$ cat src/rtl/core/valid_2d_convolution_macros.svh
// Assertion macros shared by the valid 2D convolution RTL.
`ifndef VALID_2D_CONVOLUTION_MACROS_SVH
`define VALID_2D_CONVOLUTION_MACROS_SVH

// check cons in the same cycle whenever ante holds
`define V2DC_ASSERT(label, ante, cons, msg) \
  label: assert property (@(posedge clk_i) disable iff (!rst_ni) (ante) |-> (cons)) \
    else $error(msg);

// check cons in the cycle after ante holds
`define V2DC_ASSERT_NEXT(label, ante, cons, msg) \
  label: assert property (@(posedge clk_i) disable iff (!rst_ni) (ante) |=> (cons)) \
    else $error(msg);

`endif

$ cat src/rtl/core/v2dc_ram.sv
// Generic single-write, single-read RAM with registered read data.
`timescale 1ns / 1ps

module v2dc_ram #(
  parameter int WIDTH = 8,
  parameter int DEPTH = 16
) (
  input  logic                     clk_i,
  input  logic                     we_i,
  input  logic [$clog2(DEPTH)-1:0] waddr_i,
  input  logic [WIDTH-1:0]         wdata_i,
  input  logic                     re_i,
  input  logic [$clog2(DEPTH)-1:0] raddr_i,
  output logic [WIDTH-1:0]         rdata_o
);

  logic [WIDTH-1:0] mem_q [DEPTH];
  logic [WIDTH-1:0] rdata_q;

  always_ff @(posedge clk_i) begin
    if (we_i) begin
      mem_q[waddr_i] <= wdata_i;
    end
    if (re_i) begin
      rdata_q <= mem_q[raddr_i];
    end
  end

  assign rdata_o = rdata_q;

endmodule
$ cat config.mk
export PLATFORM = sky130hd
export DESIGN_NAME = v2dc_ram
export DESIGN_NICKNAME = d
export VERILOG_FILES = /design/src/rtl/core/valid_2d_convolution_macros.svh /design/src/rtl/core/v2dc_ram.sv
export SDC_FILE = /design/constraint.sdc
export NUM_CORES = 1
export LEC_CHECK = 0
export BUFFER_PORTS_ARGS = -buffer_cell sky130_fd_sc_hd__buf_4
export CAP_MARGIN = 20
export CORE_ASPECT_RATIO = 2
export CORE_MARGIN = 3
export CORE_UTILIZATION = 35
export CTS_CLUSTER_SIZE = 20
export DETAILED_ROUTE_END_ITERATION = 8
export GPL_ROUTABILITY_DRIVEN = 0
export RECOVER_POWER = 50
export SYNTH_ARGS = -nofsm -noshare
export SYNTH_HDL_FRONTEND = slang
export SYNTH_SLANG_ARGS = --single-unit
export TNS_END_PERCENT = 10
$ cat constraint.sdc
create_clock -name clk_i -period 2.5 [get_ports clk_i]
set_clock_uncertainty 0.1 [all_clocks]
set_input_delay 0.125 -clock clk_i [delete_from_list [all_inputs] [get_ports clk_i]]
set_output_delay 0.125 -clock clk_i [all_outputs]
set_load 0.05 [all_outputs]
==> reports/metrics.cfg <==
[worst_setup_path]
critPathLaunchType=flip-flop
critPathMaxStageDelay_ns=0.49
path_depth=3
rrSetupSlack_ns=0.93
cp_slowest_cell=mux4_1
cp.arrival_ns=1.66
cp.required_ns=2.60
worstSetupEndpointType=flip-flop
path_delay_family=multiplexers
critical_path.cell_chain=mux4_1, a22oi_1, nand2_1
critical_path.max_fanout=1
reg2reg_depth=3
r2r-start=mem_q[2][1]
worstSetupStartpoint=mem_q[2][1]
critPathBufInv=0
worstReg2RegEnd=rdata_o[1]
cp-endpoint=rdata_o[1]
path_class=reg2reg

[cells_and_area]
fill_cells=1244
stdcell_area_um2=6420
nets=319
stdcell_count=497
drive_gt1_frac=0.256
areaGrowthSynthToFinish_pct=22.9
post-route-util=0.443
antennaDiodeCount=0

[synth]
synth_seq_area_share=0.781
syn_inst=229
avgSynthCellArea_um2=22.8
netlist.area_leader.share=0.781
netlist_top_cells_area=edfxtp_1, mux4_2, mux4_1, a22oi_1, nor2_1
synth-seq-cells=136
netlist_area_um2=5230
synth_area_leader_cell=edfxtp_1
syn-num-nets=248
synthDistinctLibCells=18
ys_warn_count=0

[floorplanning]
start_util=0.360
die_area_um2=16500
die_x_um=92.4
num_rows=62
core_area_um2=14500
dieHeight_um=179
pin_count=27

[global_routing]
grt_pass1_vias=2633
grtUsageTotal=0.132
grt_first_pass_wirelength_um=15500
grt_start_max_net_pins=33
grt-ovfl-total=0
antenna_found_initial=0

[timing]
rsz0062_at_grt=no
holdWs_ns=0.0982
finalMaxSlewViolations=0
worst_pin_slew_ns=0.781
relSlewSlack=0.477
tns_ns=0
fin_crit_sh=0.627
hold_viol=0
period_needed_ns=1.57
fin_ws_ns=0.933
setup_viol=0
fmax_ghz=0.638

[clock_network]
clock_latency_ns=0.45
clk_pin_slew_ns=0.05
cts_buffers=25
cts.path.max_buffers=3
cts-root-buf=clkbuf_16
cts.sinks=136
cts_setup_buffers=0
cts_tree=done
htreeDepth=4

[power_and_ir_drop]
switching_share=0.197
power_density_nw_per_um2=864
seq_power_share=0.466
p_comb_frac=0.051
leakage_nw=2.15
p_int_mw=4.46
ir_drop_mv=0.389
power_mw=5.55
p_sw_mw=1.09
pwr-share-clk=0.483

[route]
wl_per_cell_um=20.8
drt-pass1-iter-count=4
ant_nets=0
via_per_inst=5.01
routed_wl_um=10400
route.detailed.drc=0
drtIter0Drc=191
via_count=2492

[placement]
placed_area_um2=5730
dp_hpwl_um=6870
numPortBuffers=26
dp_slack_ns=0.628
dpl.cell_count=456

[min_path]
hp-class=in2reg
worstHoldStart=waddr_i[0]
min_path_cells=3

[run_status]
outcome=finished, final reports clean

[job]
maxCapViolations=0

power groups by stage:
stage                     combinational, mW  clock, mW  sequential, mW
final                                 0.283       2.68            2.59
after global routing                  0.304       2.84            2.59
after CTS                             0.297       2.74            2.59
after detailed placement              0.285          0            2.63
after global placement                0.281          0            2.63
after floorplan                       0.130          0            2.67
routing by layer:
metal,up-vias,GRT usage,routed length (µm)
li1,1110,-,-
met1,1298,0.145,3870
met2,64,0.237,5820
met3,20,0.0256,367
met4,0,0.0720,303
met5,-,0,0
registers in the layout (all words and copies together) (netlist names):
signal / flops
mem_q: 128
rdata_o: 8
worst reg2reg max path: stages, from the launching register on:
cell,delay (ns)
edfxtp_1,0.36
mux4_1,0.49
a22oi_1,0.26
nand2_1,0.10
layout make-up:
type | instances | area [µm²] | share of cell area
Clock inverter | 4 | 18.8 | 0.00292
Sequential cell | 136 | 4080 | 0.636
Multi-Input combinational cell | 83 | 1060 | 0.165
Timing Repair Buffer | 54 | 388 | 0.0604
Clock buffer | 28 | 637 | 0.0991
Tap cell | 192 | 240 | 0.0374
timing repair:
item	in CTS	in global routing
endpoints found under the hold margin	136	0
hold buffers	9	0
resized for setup	0	0
cells in the final DEF, fill, tap and decap left out, drive strengths merged:
cell type      n
dlygate4sd3    9
buf           31
nand2b         2
nor2          13
nand3          1
clkinv         4
nor2b          1
nor3           4
edfxtp       136
or3b           1
mux4          32
nand3b         2
clkbuf        42
and2           1
and2b          1
a22oi         16
nand2          9
worst min-delay path by stage:
stage | endpoint | slack (ns)
2_1_floorplan | mem_q[0][0] | 0.12
3_3_place_gp | mem_q[5][6] | 0.33
3_5_place_dp | mem_q[2][6] | 0.34
4_1_cts | mem_q[4][6] | 0.09
5_1_grt | mem_q[4][6] | 0.11
6_report | mem_q[4][6] | 0.1
logic make-up (layout without fill, tap and decap cells):
| group | Yosys count | in the layout | synth area share |
|---|---|---|---|
| DFF | 136 | 136 | 0.781 |
| and+or+nand+nor | 35 | 35 | 0.0314 |
| muxes | 32 | 32 | 0.148 |
| AOI/OAI and AO/OA | 16 | 16 | 0.0230 |
| buffers and inverters | 10 | 86 | 0.0165 |
synthesized netlist by cell type, drive strengths merged:
library cell and count:
nor2b 1, nand3b 2, clkdlybuf4s25 3, and2b 1, or3b 1, and2 1
nor3 4, nand3 1, nand2b 2, buf 7, nor2 13, nand2 9
edfxtp 136, a22oi 16, mux4 32
(Power assumes the default switching activity.)
